### config.mk
export PLATFORM = sky130hd
export DESIGN_NAME = rpn_stack_calculator
export DESIGN_NICKNAME = d
export VERILOG_FILES = /design/src/rtl/core/rpn_pkg.sv /design/src/rtl/core/rpn_div.sv /design/src/rtl/core/rpn_datapath.sv /design/src/rtl/core/rpn_ctrl.sv /design/src/rtl/core/rpn_stack_calculator.sv
export SDC_FILE = /design/constraint.sdc
export NUM_CORES = 2
export LEC_CHECK = 0
export ABC_AREA = 1
export BUFFER_PORTS_ARGS = -buffer_cell sky130_fd_sc_hd__buf_2
export CAP_MARGIN = 40
export CORE_MARGIN = 1
export CORE_UTILIZATION = 35
export DETAILED_ROUTE_END_ITERATION = 10
export GPL_TIMING_DRIVEN = 0
export PLACE_DENSITY = 0.49
export SLEW_MARGIN = 15
export SYNTH_ARGS = -nofsm -noshare
export SYNTH_HDL_FRONTEND = slang
export SYNTH_SLANG_ARGS = --single-unit
export TNS_END_PERCENT = 20
### constraint.sdc
create_clock -name clock -period 8.9 [get_ports clock]
set_clock_uncertainty 0.15 [all_clocks]
set_input_delay 0.89 -clock clock [delete_from_list [all_inputs] [get_ports clock]]
set_output_delay 0.89 -clock clock [all_outputs]
set_load 0.005 [all_outputs]
### src/rtl/core/rpn_pkg.sv
// ----------------------------------------------------------------------------
// RPN calculator package
// Sizes, command and status codes, and the controller-datapath interface.
// ----------------------------------------------------------------------------
package rpn_pkg;

   localparam int STACK_DEPTH = 10;
   localparam int DEPTH_W = ($clog2(STACK_DEPTH + 1) > 4) ? $clog2(STACK_DEPTH + 1) : 4;
   localparam int MEM_AW = $clog2(STACK_DEPTH);

   // Divider: 48-bit dividend magnitude, two quotient bits per cycle.
   localparam int DIV_W = 48;
   localparam int DIV_PER_CYC = 2;
   localparam int DIV_STEPS = DIV_W / DIV_PER_CYC;
   localparam int DIV_CNT_W = $clog2(DIV_STEPS + 1);

   localparam logic [2:0] CMD_PUSH = 3'd0;
   localparam logic [2:0] CMD_ADD  = 3'd1;
   localparam logic [2:0] CMD_SUB  = 3'd2;
   localparam logic [2:0] CMD_MUL  = 3'd3;
   localparam logic [2:0] CMD_DIV  = 3'd4;

   localparam logic [2:0] ST_OK      = 3'd0;
   localparam logic [2:0] ST_FULL    = 3'd1;
   localparam logic [2:0] ST_FEW     = 3'd2;
   localparam logic [2:0] ST_DIVZERO = 3'd3;
   localparam logic [2:0] ST_HALTED  = 3'd4;

   localparam logic [1:0] WB_ADD = 2'd0;
   localparam logic [1:0] WB_SUB = 2'd1;
   localparam logic [1:0] WB_MUL = 2'd2;
   localparam logic [1:0] WB_DIV = 2'd3;

   typedef struct packed {
      logic       capture;
      logic       push;
      logic       rd_second;
      logic       mul_start;
      logic       div_start;
      logic       wb_en;
      logic [1:0] wb_sel;
      logic       rsp_load;
   } rpn_cmd_type;

   typedef struct packed {
      logic full;
      logic few;
      logic top_zero;
      logic div_done;
   } rpn_stat_type;

endpackage

### src/rtl/core/rpn_div.sv
// ----------------------------------------------------------------------------
// RPN fixed-point divider
// Radix-4 restoring divider computing (a * 2^16) / b, truncated toward zero,
// saturated to 32 bits.
// ----------------------------------------------------------------------------
module rpn_div import rpn_pkg::*; (
   input  logic               clock,
   input  logic               reset,
   input  logic               start,
   input  logic signed [31:0] dividend,
   input  logic signed [31:0] divisor,
   output logic               done,
   output logic signed [31:0] quotient
);

   logic [DIV_W-1:0]     quo_ff, quo_in;
   logic [31:0]          rem_ff, rem_in;
   logic [31:0]          den_ff;
   logic                 neg_ff;
   logic                 busy_ff;
   logic                 done_ff;
   logic [DIV_CNT_W-1:0] cnt_ff;

   logic [31:0]          mag_a, mag_b;
   logic [31:0]          r_v;
   logic [DIV_W-1:0]     q_v;
   logic [32:0]          t_v;

   assign mag_a = dividend[31] ? (~dividend + 32'd1) : dividend;
   assign mag_b = divisor[31] ? (~divisor + 32'd1) : divisor;

   // The remainder stays below the divisor, so 32 bits hold it between steps.
   always_comb begin
      r_v = rem_ff;
      q_v = quo_ff;
      t_v = '0;
      for (int i = 0; i < DIV_PER_CYC; i++) begin
         t_v = {r_v, q_v[DIV_W-1]};
         q_v = {q_v[DIV_W-2:0], 1'b0};
         if (t_v >= {1'b0, den_ff}) begin
            t_v = t_v - {1'b0, den_ff};
            q_v[0] = 1'b1;
         end
         r_v = t_v[31:0];
      end
      rem_in = r_v;
      quo_in = q_v;
   end

   always_ff @(posedge clock) begin
      if (reset) begin
         busy_ff <= 1'b0;
         done_ff <= 1'b0;
         cnt_ff  <= '0;
      end else begin
         done_ff <= busy_ff && (cnt_ff == DIV_CNT_W'(1));
         if (start) begin
            busy_ff <= 1'b1;
            cnt_ff  <= DIV_CNT_W'(DIV_STEPS);
         end else if (busy_ff) begin
            cnt_ff <= cnt_ff - DIV_CNT_W'(1);
            if (cnt_ff == DIV_CNT_W'(1)) begin
               busy_ff <= 1'b0;
            end
         end
      end
   end

   always_ff @(posedge clock) begin
      if (start) begin
         quo_ff <= {mag_a, 16'd0};
         rem_ff <= '0;
         den_ff <= mag_b;
         neg_ff <= dividend[31] ^ divisor[31];
      end else if (busy_ff) begin
         quo_ff <= quo_in;
         rem_ff <= rem_in;
      end
   end

   always_comb begin
      if (!neg_ff) begin
         quotient = (|quo_ff[DIV_W-1:31]) ? 32'sh7FFF_FFFF : $signed(quo_ff[31:0]);
      end else if (quo_ff > DIV_W'(33'h0_8000_0000)) begin
         quotient = 32'sh8000_0000;
      end else begin
         quotient = $signed(~quo_ff[31:0] + 32'd1);
      end
   end

   assign done = done_ff;

endmodule

### src/rtl/core/rpn_datapath.sv
// ----------------------------------------------------------------------------
// RPN calculator datapath
// Top-of-stack register, stack memory for the entries below it, arithmetic
// units and the result register.
// ----------------------------------------------------------------------------
module rpn_datapath import rpn_pkg::*; (
   input  logic               clock,
   input  logic               reset,
   input  rpn_cmd_type        cmd,
   input  logic signed [31:0] req_value,
   output rpn_stat_type       stat,
   output logic signed [31:0] rsp_top_value,
   output logic [3:0]         rsp_depth
);

   // The top entry lives in top_ff; the entries below it live in stack_mem, bottom entry in stack_mem[0].
   logic [31:0]          stack_mem [STACK_DEPTH];
   logic signed [31:0]   top_ff, top_in;
   logic signed [31:0]   sec_ff;
   logic signed [31:0]   value_ff;
   logic [DEPTH_W-1:0]   depth_ff, depth_in;
   logic signed [63:0]   prod_ff;
   logic signed [31:0]   rsp_top_ff;
   logic [3:0]           rsp_depth_ff;

   logic [DEPTH_W-1:0]   depth_m1, depth_m2;
   logic signed [32:0]   sum_v, diff_v;
   logic signed [63:0]   rnd_v;
   logic [47:0]          mq_v;
   logic signed [31:0]   add_res, sub_res, mul_res, div_res;
   logic                 div_done;

   function automatic logic signed [31:0] sat33(input logic signed [32:0] v);
      if (v[32] != v[31]) begin
         sat33 = v[32] ? 32'sh8000_0000 : 32'sh7FFF_FFFF;
      end else begin
         sat33 = v[31:0];
      end
   endfunction

   assign depth_m1 = depth_ff - DEPTH_W'(1);
   assign depth_m2 = depth_ff - DEPTH_W'(2);

   assign sum_v  = {sec_ff[31], sec_ff} + {top_ff[31], top_ff};
   assign diff_v = {sec_ff[31], sec_ff} - {top_ff[31], top_ff};
   assign add_res = sat33(sum_v);
   assign sub_res = sat33(diff_v);

   // Round to nearest with ties upward, then drop the 16 fraction bits.
   assign rnd_v = prod_ff + 64'sd32768;
   assign mq_v  = rnd_v[63:16];
   assign mul_res = ((&mq_v[47:31]) || !(|mq_v[47:31])) ? $signed(mq_v[31:0])
                    : (mq_v[47] ? 32'sh8000_0000 : 32'sh7FFF_FFFF);

   rpn_div u_div (
      .clock    (clock),
      .reset    (reset),
      .start    (cmd.div_start),
      .dividend (sec_ff),
      .divisor  (top_ff),
      .done     (div_done),
      .quotient (div_res)
   );

   always_comb begin
      top_in   = top_ff;
      depth_in = depth_ff;
      if (cmd.push) begin
         top_in   = value_ff;
         depth_in = depth_ff + DEPTH_W'(1);
      end else if (cmd.wb_en) begin
         depth_in = depth_m1;
         case (cmd.wb_sel)
            WB_ADD:  top_in = add_res;
            WB_SUB:  top_in = sub_res;
            WB_MUL:  top_in = mul_res;
            WB_DIV:  top_in = div_res;
            default: top_in = top_ff;
         endcase
      end
   end

   always_ff @(posedge clock) begin
      if (reset) begin
         depth_ff <= '0;
      end else begin
         depth_ff <= depth_in;
      end
   end

   always_ff @(posedge clock) begin
      top_ff <= top_in;
      if (cmd.capture) begin
         value_ff <= req_value;
      end
      if (cmd.mul_start) begin
         prod_ff <= 64'(sec_ff) * 64'(top_ff);
      end
      if (cmd.rsp_load) begin
         rsp_top_ff   <= (depth_ff == '0) ? 32'sd0 : top_ff;
         rsp_depth_ff <= depth_ff[3:0];
      end
   end

   // Pushing spills the old top into the memory; an operation reads the
   // second entry back.
   always_ff @(posedge clock) begin
      if (cmd.push && (depth_ff != '0)) begin
         stack_mem[depth_m1[MEM_AW-1:0]] <= top_ff;
      end
      if (cmd.rd_second) begin
         sec_ff <= $signed(stack_mem[depth_m2[MEM_AW-1:0]]);
      end
   end

   assign stat.full     = (depth_ff == DEPTH_W'(STACK_DEPTH));
   assign stat.few      = (depth_ff < DEPTH_W'(2));
   assign stat.top_zero = (top_ff == 32'sd0);
   assign stat.div_done = div_done;

   assign rsp_top_value = rsp_top_ff;
   assign rsp_depth     = rsp_depth_ff;

endmodule

### src/rtl/core/rpn_ctrl.sv
// ----------------------------------------------------------------------------
// RPN calculator controller
// Sequences one command at a time through the datapath, tracks the halted
// condition and owns the handshakes.
// ----------------------------------------------------------------------------
module rpn_ctrl import rpn_pkg::*; (
   input  logic         clock,
   input  logic         reset,
   input  logic         req_valid,
   output logic         req_ready,
   input  logic [2:0]   req_cmd,
   output logic         rsp_valid,
   input  logic         rsp_ready,
   output logic [2:0]   rsp_status,
   input  rpn_stat_type stat,
   output rpn_cmd_type  cmd
);

   localparam logic [2:0] S_IDLE  = 3'd0;
   localparam logic [2:0] S_DISP  = 3'd1;
   localparam logic [2:0] S_READ  = 3'd2;
   localparam logic [2:0] S_MUL   = 3'd3;
   localparam logic [2:0] S_DIV   = 3'd4;
   localparam logic [2:0] S_RESP  = 3'd5;

   logic [2:0] state_ff, state_in;
   logic [2:0] cmd_ff;
   logic [2:0] status_ff, status_in;
   logic [2:0] rsp_status_ff;
   logic       halted_ff, halted_in;
   logic       rsp_valid_ff, rsp_valid_in;

   always_comb begin
      state_in     = state_ff;
      status_in    = status_ff;
      halted_in    = halted_ff;
      rsp_valid_in = rsp_valid_ff && !rsp_ready;
      cmd          = '0;
      case (state_ff)
         S_IDLE: begin
            if (req_valid) begin
               cmd.capture = 1'b1;
               state_in    = S_DISP;
            end
         end
         S_DISP: begin
            status_in = ST_OK;
            state_in  = S_RESP;
            if (halted_ff) begin
               status_in = ST_HALTED;
            end else begin
               case (cmd_ff)
                  CMD_PUSH: begin
                     if (stat.full) begin
                        status_in = ST_FULL;
                     end else begin
                        cmd.push = 1'b1;
                     end
                  end
                  CMD_ADD, CMD_SUB, CMD_MUL, CMD_DIV: begin
                     if (stat.few) begin
                        status_in = ST_FEW;
                     end else begin
                        cmd.rd_second = 1'b1;
                        state_in      = S_READ;
                     end
                  end
                  default: state_in = S_RESP;
               endcase
            end
         end
         S_READ: begin
            state_in = S_RESP;
            case (cmd_ff)
               CMD_ADD: begin
                  cmd.wb_en  = 1'b1;
                  cmd.wb_sel = WB_ADD;
               end
               CMD_SUB: begin
                  cmd.wb_en  = 1'b1;
                  cmd.wb_sel = WB_SUB;
               end
               CMD_MUL: begin
                  cmd.mul_start = 1'b1;
                  state_in      = S_MUL;
               end
               CMD_DIV: begin
                  if (stat.top_zero) begin
                     status_in = ST_DIVZERO;
                  end else begin
                     cmd.div_start = 1'b1;
                     state_in      = S_DIV;
                  end
               end
               default: state_in = S_RESP;
            endcase
         end
         S_MUL: begin
            cmd.wb_en  = 1'b1;
            cmd.wb_sel = WB_MUL;
            state_in   = S_RESP;
         end
         S_DIV: begin
            if (stat.div_done) begin
               cmd.wb_en  = 1'b1;
               cmd.wb_sel = WB_DIV;
               state_in   = S_RESP;
            end
         end
         S_RESP: begin
            // Wait for the result register to free up, then hand the result over.
            if (!rsp_valid_ff || rsp_ready) begin
               cmd.rsp_load = 1'b1;
               rsp_valid_in = 1'b1;
               halted_in    = halted_ff || (status_ff != ST_OK);
               state_in     = S_IDLE;
            end
         end
         default: state_in = S_IDLE;
      endcase
   end

   always_ff @(posedge clock) begin
      if (reset) begin
         state_ff     <= S_IDLE;
         halted_ff    <= 1'b0;
         rsp_valid_ff <= 1'b0;
         status_ff    <= ST_OK;
      end else begin
         state_ff     <= state_in;
         halted_ff    <= halted_in;
         rsp_valid_ff <= rsp_valid_in;
         status_ff    <= status_in;
      end
   end

   always_ff @(posedge clock) begin
      if (cmd.capture) begin
         cmd_ff <= req_cmd;
      end
      if (cmd.rsp_load) begin
         rsp_status_ff <= status_ff;
      end
   end

   assign req_ready  = (state_ff == S_IDLE);
   assign rsp_valid  = rsp_valid_ff;
   assign rsp_status = rsp_status_ff;

endmodule

### src/rtl/core/rpn_stack_calculator.sv
// ----------------------------------------------------------------------------
// RPN stack calculator
// Usage: each request carries req_cmd (push, add, subtract, multiply, divide)
// and req_value, a signed Q16.16 operand used only by push. Every request
// produces exactly one response with rsp_status, rsp_top_value (zero when the
// stack is empty) and rsp_depth. Both channels use valid/ready.
// One command is processed at a time. After acceptance, push, halted, unknown
// and rejected commands go from dispatch to the response state; add and
// subtract first read the second entry back (as does a zero divisor),
// multiply also waits on one registered 32x32 product, and divide waits for
// the radix-4 divider, which retires two of 48 quotient bits per cycle. The
// next request can be accepted the cycle after the response register is
// loaded.
// The response register decouples the sides: a new transaction is taken
// while the previous result waits, and a stalled receiver only holds the
// controller once a second result is ready.
// After any error the block reports halted on every request until reset.
// Synchronous reset empties the stack and clears the halted condition.
// ----------------------------------------------------------------------------
module rpn_stack_calculator import rpn_pkg::*; (
   input  logic               clock,
   input  logic               reset,
   input  logic               req_valid,
   output logic               req_ready,
   input  logic [2:0]         req_cmd,
   input  logic signed [31:0] req_value,
   output logic               rsp_valid,
   input  logic               rsp_ready,
   output logic [2:0]         rsp_status,
   output logic signed [31:0] rsp_top_value,
   output logic [3:0]         rsp_depth
);

   rpn_cmd_type  dp_cmd;
   rpn_stat_type dp_stat;

   rpn_ctrl u_ctrl (
      .clock      (clock),
      .reset      (reset),
      .req_valid  (req_valid),
      .req_ready  (req_ready),
      .req_cmd    (req_cmd),
      .rsp_valid  (rsp_valid),
      .rsp_ready  (rsp_ready),
      .rsp_status (rsp_status),
      .stat       (dp_stat),
      .cmd        (dp_cmd)
   );

   rpn_datapath u_dp (
      .clock         (clock),
      .reset         (reset),
      .cmd           (dp_cmd),
      .req_value     (req_value),
      .stat          (dp_stat),
      .rsp_top_value (rsp_top_value),
      .rsp_depth     (rsp_depth)
   );

endmodule

== Word-level counts from Yosys, hierarchy flattened ==
Memories as Yosys holds them, arrays and structs flattened. A register that Yosys moved wholly into a read port is not among the register bits.
Cells that the tools add are included.

* Bits in registers: 302
* Output and inout bits: 41
* Input bits: 39
* Memories: 1
* Word-level logic and storage cells: 156
* Memory bits (writable): 320

* Bitwise logic cells: 4
* Multiply operators: 1
* Add/sub/neg operators: 12
* Eq/ne operators: 21
* Reduce and logical (&&, ||, !) cells: 27
* Muxes and demuxes: 64
* Magnitude comparators: 4

{| class="wikitable"
|+ Memory list
! memory !! depth !! width !! read ports !! clocked after memory_dff !! wr ports !! line !! text
|-
| u_dp.stack_mem || 10 || 32 || 1 || 1 || 1 || rpn_datapath.sv:17 || <nowiki>logic [31:0] stack_mem [STACK_DEPTH];</nowiki>
|}

{| class="wikitable"
|+ Operator list
! operator !! number
|-
| two-way mux 32 bit || 14
|-
| case mux 32 bit (4 select lines) || 1
|-
| adder 32 x 1 -> 32 bit, second input constant || 3
|-
| two-way mux 48 bit || 2
|-
| NOT 32 bit || 3
|-
| >= comparator 33 x 32 -> 1 bit || 2
|-
| adder 64 x 17 -> 64 bit, second input constant || 1
|-
| multiplier 32 x 32 -> 64 bit || 1
|-
| subtractor 32 bit || 2
|-
| greater-than comparator 48 x 32 -> 1 bit, second input constant || 1
|-
| OR reduction 17 bit || 2
|-
| adder 32 x 32 -> 33 bit || 1
|-
| subtractor 32 x 32 -> 33 bit || 1
|-
| logical NOT 32 bit || 1
|-
| two-way mux 31 bit || 1
|-
| two-way mux 3 bit || 10
|-
| two-way mux 1 bit || 22
|-
| case mux 3 bit (2 select lines) || 3
|-
| case mux 3 bit (6 select lines) || 1
|-
| AND reduction 17 bit || 1
|-
| == test 3 x 2 -> 1 bit, second input constant || 4
|-
| two-way mux 5 bit || 2
|-
| == test 3 bit, second input constant || 3
|-
| case mux 3 bit (3 select lines) || 1
|-
| other kinds (30) || 50
|}

== Depth between registers and ports, before layout ==
* Depth in word-level cells: 8
* Mapped depth: 33
* Gate-level depth less buffers: 32

== Modules after synthesis ==
Synthesis repeated with hierarchy kept, for this count alone.

* Cells, all modules: 9265
* Area total of the unflattened synthesis: 75766.4 um^2

{| class="wikitable"
|+ By module, submodules not included
! module !! seq. area each (um^2) !! area each (um^2) !! cells an instance !! instances
|-
| rpn_datapath || 15124.5 || 63427.1 || 7382 || 1
|-
| rpn_div || 3052.9 || 11591.1 || 1785 || 1
|-
| rpn_ctrl || 340.3 || 748.2 || 98 || 1
|}

== Least setup slack after synthesis ==
No wires, ideal clock.

* Kind: register to register
* Start: reg u_dp.sec_ff[31] (read register of u_dp.stack_mem)
* End: reg u_dp.prod_ff[63], data pin
* Stages on the path, launching flop included: 29
* Period minus slack after synthesis: 8.070 ns
* Path slack: 0.830 ns
* Setup time: 0.252 ns
* Path buffers: 3
* Required time: 8.498 ns
* Arrival: 7.668 ns
* Path through: edfxtp_1 > clkbuf_1 > clkbuf_1 > buf_1 > nand2_1 > inv_1 > fa_1 > fa_1 > fa_1 > fa_1 > inv_1 > fa_1 > inv_1 > fa_1 > inv_1 > fa_1 > inv_1 > fa_1 > ha_1 > a21oi_1 > inv_1 > a21oi_1 > nor2_1 > a2111oi_0 > o21ai_0 > inv_1 > nand2_1 > nand2_1 > nand2_1

* Longest elaborated chain between the ends: 1

{| class="wikitable"
|+ Ends and longest elaborated chain
! element !! line !! text
|-
| start, declared || rpn_datapath.sv:19 || <nowiki>logic signed [31:0] sec_ff;</nowiki>
|-
| multiplier 32 x 32 -> 64 bit || rpn_datapath.sv:97 || <nowiki>prod_ff <= 64'(sec_ff) * 64'(top_ff);</nowiki>
|-
| end signal, assigned || rpn_datapath.sv:97 ||
|-
| end, declared || rpn_datapath.sv:22 || <nowiki>logic signed [63:0] prod_ff;</nowiki>
|}

Every way passes these cells.
A chain may end at the register's enable or synchronous reset.

== Worst setup path after layout ==
* Start: reg u_dp.sec_ff[12] (read register of u_dp.stack_mem)
* End: reg u_dp.prod_ff[63], data pin

Same word-level chain as after synthesis.

==> results.sh <==
export IMPL_maximum_number_of_pins_on_one_net_before_global_route_repair=34
export IMPL_design_area_final_um2=84600
export IMPL_dp_hpwl_mm=297.3
export IMPL_synthCells=9070
export IMPL_worstHoldPathCells=1
export IMPL_cts_root_buffer="sky130_fd_sc_hd__clkbuf_16"
export IMPL_final_antenna_net_count=0
export IMPL_critPathMaxStageDelay_ps=760
export IMPL_clk_latency_ps=700
export IMPL_timing_max_slew_rel_slack=0.3667
export IMPL_gr_usage_all_layers=0.3219
export IMPL_unrepaired_setup_endpoints_after_global_routing="yes"
export IMPL_achievable_clock_frequency_mhz=114.1
export IMPL_dpl_cell_area_um2=81360
export IMPL_floorplan_initialDensity=0.3527
export IMPL_crit_top_cell="sky130_fd_sc_hd__fa_1"
export IMPL_die_outline_area_um2=215800
export IMPL_ys_ff_latch=639
export IMPL_cts_htree_levels=3
export IMPL_dp_cells=12150
export IMPL_drc=30
export IMPL_endpoint_kind="flop"
export IMPL_worst_hold_path_type="primary input to flop"
export IMPL_drv_cap=0
export IMPL_wire_per_inst_um=28.19
export IMPL_layout_drive_gt1_share=0.07401
export IMPL_synth_cell_area_um2=74880
export IMPL_most_common_cell_after_layout_fill_and_taps_aside="sky130_fd_sc_hd__nand2_1"
export IMPL_clock_tree_buffer_depth=3
export IMPL_fin_ws_ps=134.1
export IMPL_antenna_found_initial=21
export IMPL_finish_cell_count_without_fillers=12350
export IMPL_worst_ep_arrival_time_ps=9060
export IMPL_area_sequential_um2=18520
export IMPL_most_frequent_cells_in_the_layout="sky130_fd_sc_hd__nand2_1, sky130_fd_sc_hd__inv_1, sky130_fd_sc_hd__fa_1"
export IMPL_cp_startpoint_kind="flop"
export IMPL_fin_crit_ps=8766
export IMPL_first_global_vias=65040
export IMPL_post_synth_edffs=572
export IMPL_worst_pin_slew_ps=949.9
export IMPL_drt_iter0_drc=6397
export IMPL_drt_pre_antenna_iters=9
export IMPL_syn_area_per_cell_um2=8.256
export IMPL_final_max_slew_violation_count=0
export IMPL_pin_count=80
export IMPL_global_route_wire_length_before_repair_mm=487.8
export IMPL_synth_fp_nets=10520
export IMPL_layout_area_overhead_vs_synth_pct=12.98
export IMPL_port_buffer_count=79
export IMPL_clkSinkCount=639
export IMPL_fillers=22030
export IMPL_violations="DRC"
export IMPL_timing_reg2reg_worst_path_depth=28
export IMPL_crit_fanout=6
export IMPL_crit_required_ps=9200
export IMPL_number_of_failing_setup_endpoints_in_the_final_timing_report=0
export IMPL_cts_clk_slew_worst_paths_ps=60
export IMPL_post_drt_via_cell_ratio=5.210
export IMPL_number_of_standard_cell_rows_in_the_floorplan=169
export IMPL_status="finished, violations left"
export IMPL_fin_tns_setup_ps=0
export IMPL_ys_dominant_reg_cell="sky130_fd_sc_hd__edfxtp_1"
export IMPL_cp_slowest_cell="sky130_fd_sc_hd__fa_1"
export IMPL_wirelength_mm=348.3
export IMPL_multi_input_comb_area_um2=47150
export IMPL_grt_overflow_total=0
export IMPL_routed_via_count=64370
export IMPL_critPathKind="flop to flop"
export IMPL_tritoncts_clock_tree="built"
export IMPL_die_w_um=464.5
export IMPL_place_congestion=1.056
export IMPL_core_um2=212300
export IMPL_timing_final_hold_violations=0
export IMPL_cts_made_buffers=73
export IMPL_synth_lib_cells_used_distinct=60
export IMPL_design_final_nets=10920
export IMPL_synth_seq_area_share=0.2473
export IMPL_yosys_warnings=0
export IMPL_synth_async_reset_ratio=0
export IMPL_die_height_um=464.5
export IMPL_post_route_period_util=0.9849
export IMPL_pre_cts_setup_slack_ps=-1846
## final cells by class
cell class | count | area share
multi-input combinational | 5979 | 0.5573
sequential | 639 | 0.2189
inverter | 2050 | 0.09113
tap | 2821 | 0.04172
timing repair buffer | 334 | 0.04106
clock buffer | 93 | 0.02328
buffer | 393 | 0.02149
clock inverter | 38 | 0.004954
antenna | 7 | 0.0002071
## registers in the layout (all words and copies together) (netlist names), 3 cells and up
signal and cells:
u_ctrl.rsp_status 3, u_dp.u_div.rem_ff 32, u_dp.prod_ff 49, u_ctrl.state_ff 3, u_dp.u_div.cnt_ff 5, u_dp.top_ff 32
u_dp.depth_ff 4, u_dp.u_div.quo_ff 48, u_dp.u_div.den_ff 32, u_dp.value_ff 32, u_ctrl.cmd_ff 3, u_dp.sec_ff 32
u_dp.rsp_top_value 32, u_ctrl.status_ff 3, u_dp.stack_mem 320, u_dp.rsp_depth 4
## cell usage after synthesis, types with 6 or more instances
cell type	n	area, um^2
sky130_fd_sc_hd__nand2_1	2189	8217
sky130_fd_sc_hd__inv_1	2032	7627
sky130_fd_sc_hd__fa_1	1085	21720
sky130_fd_sc_hd__nor2_1	676	2537
sky130_fd_sc_hd__edfxtp_1	572	17180
sky130_fd_sc_hd__o21ai_0	339	1697
sky130_fd_sc_hd__clkbuf_1	330	1239
sky130_fd_sc_hd__nand3_1	325	1627
sky130_fd_sc_hd__ha_1	324	4054
sky130_fd_sc_hd__a21oi_1	292	1461
sky130_fd_sc_hd__xor2_1	192	1682
sky130_fd_sc_hd__dfxtp_1	67	1341
sky130_fd_sc_hd__xnor2_1	67	586.8
sky130_fd_sc_hd__nor3_1	57	285.3
sky130_fd_sc_hd__nand4_1	55	344.1
sky130_fd_sc_hd__o221ai_1	51	446.7
sky130_fd_sc_hd__a31oi_1	42	262.8
sky130_fd_sc_hd__buf_2	41	205.2
sky130_fd_sc_hd__o22ai_1	33	206.5
sky130_fd_sc_hd__o211ai_1	29	217.7
sky130_fd_sc_hd__o21bai_1	29	217.7
sky130_fd_sc_hd__nor4_1	24	150.1
sky130_fd_sc_hd__a21o_1	16	120.1
sky130_fd_sc_hd__a22oi_1	15	112.6
sky130_fd_sc_hd__o21ai_1	15	75.07
sky130_fd_sc_hd__o21a_1	13	97.59
sky130_fd_sc_hd__buf_1	12	45.04
sky130_fd_sc_hd__buf_4	12	90.09
sky130_fd_sc_hd__inv_2	12	45.04
sky130_fd_sc_hd__nor2_2	12	75.07
sky130_fd_sc_hd__or2_2	12	75.07
sky130_fd_sc_hd__a21boi_0	10	75.07
sky130_fd_sc_hd__o31ai_1	10	75.07
sky130_fd_sc_hd__nand2_2	9	56.30
sky130_fd_sc_hd__a211oi_1	8	60.06
sky130_fd_sc_hd__and3_1	7	43.79
sky130_fd_sc_hd__buf_6	7	78.83
sky130_fd_sc_hd__clkinv_1	6	22.52
## what timing repair did
| action | CTS | global route |
|---|---|---|
| endpoints found under the setup margin | 37 | 20 |
| buffers inserted | 44 | 30 |
| cloned | 0 | 0 |
| pin swaps | 1 | 2 |
| hold buffers | 0 | 0 |
| gates resized for setup | 88 | 59 |
## critical path, delay by kind of cell (launching register included)
kind,cells,cell delay [ps]
flip-flops,1,650
AND/OR/NAND/NOR,9,990
adder cells (fa/ha/maj),9,4600
buffers and inverters,6,1360
AO/OA/AOI/OAI,4,750
## kinds of logic after synthesis
family,count (synthesis),share of synthesized area
flops,639,0.2473
xor+xnor,259,0.03029
simple gates,3388,0.1821
compound gates,923,0.07115
buf+inv,2452,0.1249
fa+ha+maj,1409,0.3442
## layer usage
layer	track usage	up-vias	part of all wire
li1	-	28430	-
met1	0.4301	32550	0.42
met2	0.4976	2748	0.44
met3	0.05377	635	0.076
met4	0.1737	10	0.064
met5	0	-	0.00028
## path summary, 6_finish.rpt
check,from,slack [ps],end
setup / recovery,u_dp.sec_ff[12]$_DFFE_PP_,130,u_dp.prod_ff[63]$_DFFE_PP_
hold / removal,req_value[18],220,u_dp.value_ff[18]$_DFFE_PP_
setup reg to reg,u_dp.sec_ff[12]$_DFFE_PP_,130,u_dp.prod_ff[63]$_DFFE_PP_
hold reg to reg,u_dp.u_div.quo_ff[1]$_SDFFE_PP0P_,320,u_dp.u_div.quo_ff[3]$_SDFFE_PP0P_
## through the flow
step	hold WS [ps]	util
after detailed placement	300.2	0.3832
after global placement	287.0	0.3712
after CTS	156.0	0.3970
after global routing	195.8	0.3984
final	219.4	0.3985
after floorplan	256.4	-
Power is not shown: default switching activity piles up to over one toggle a cycle in this logic, so the estimate is an artifact.
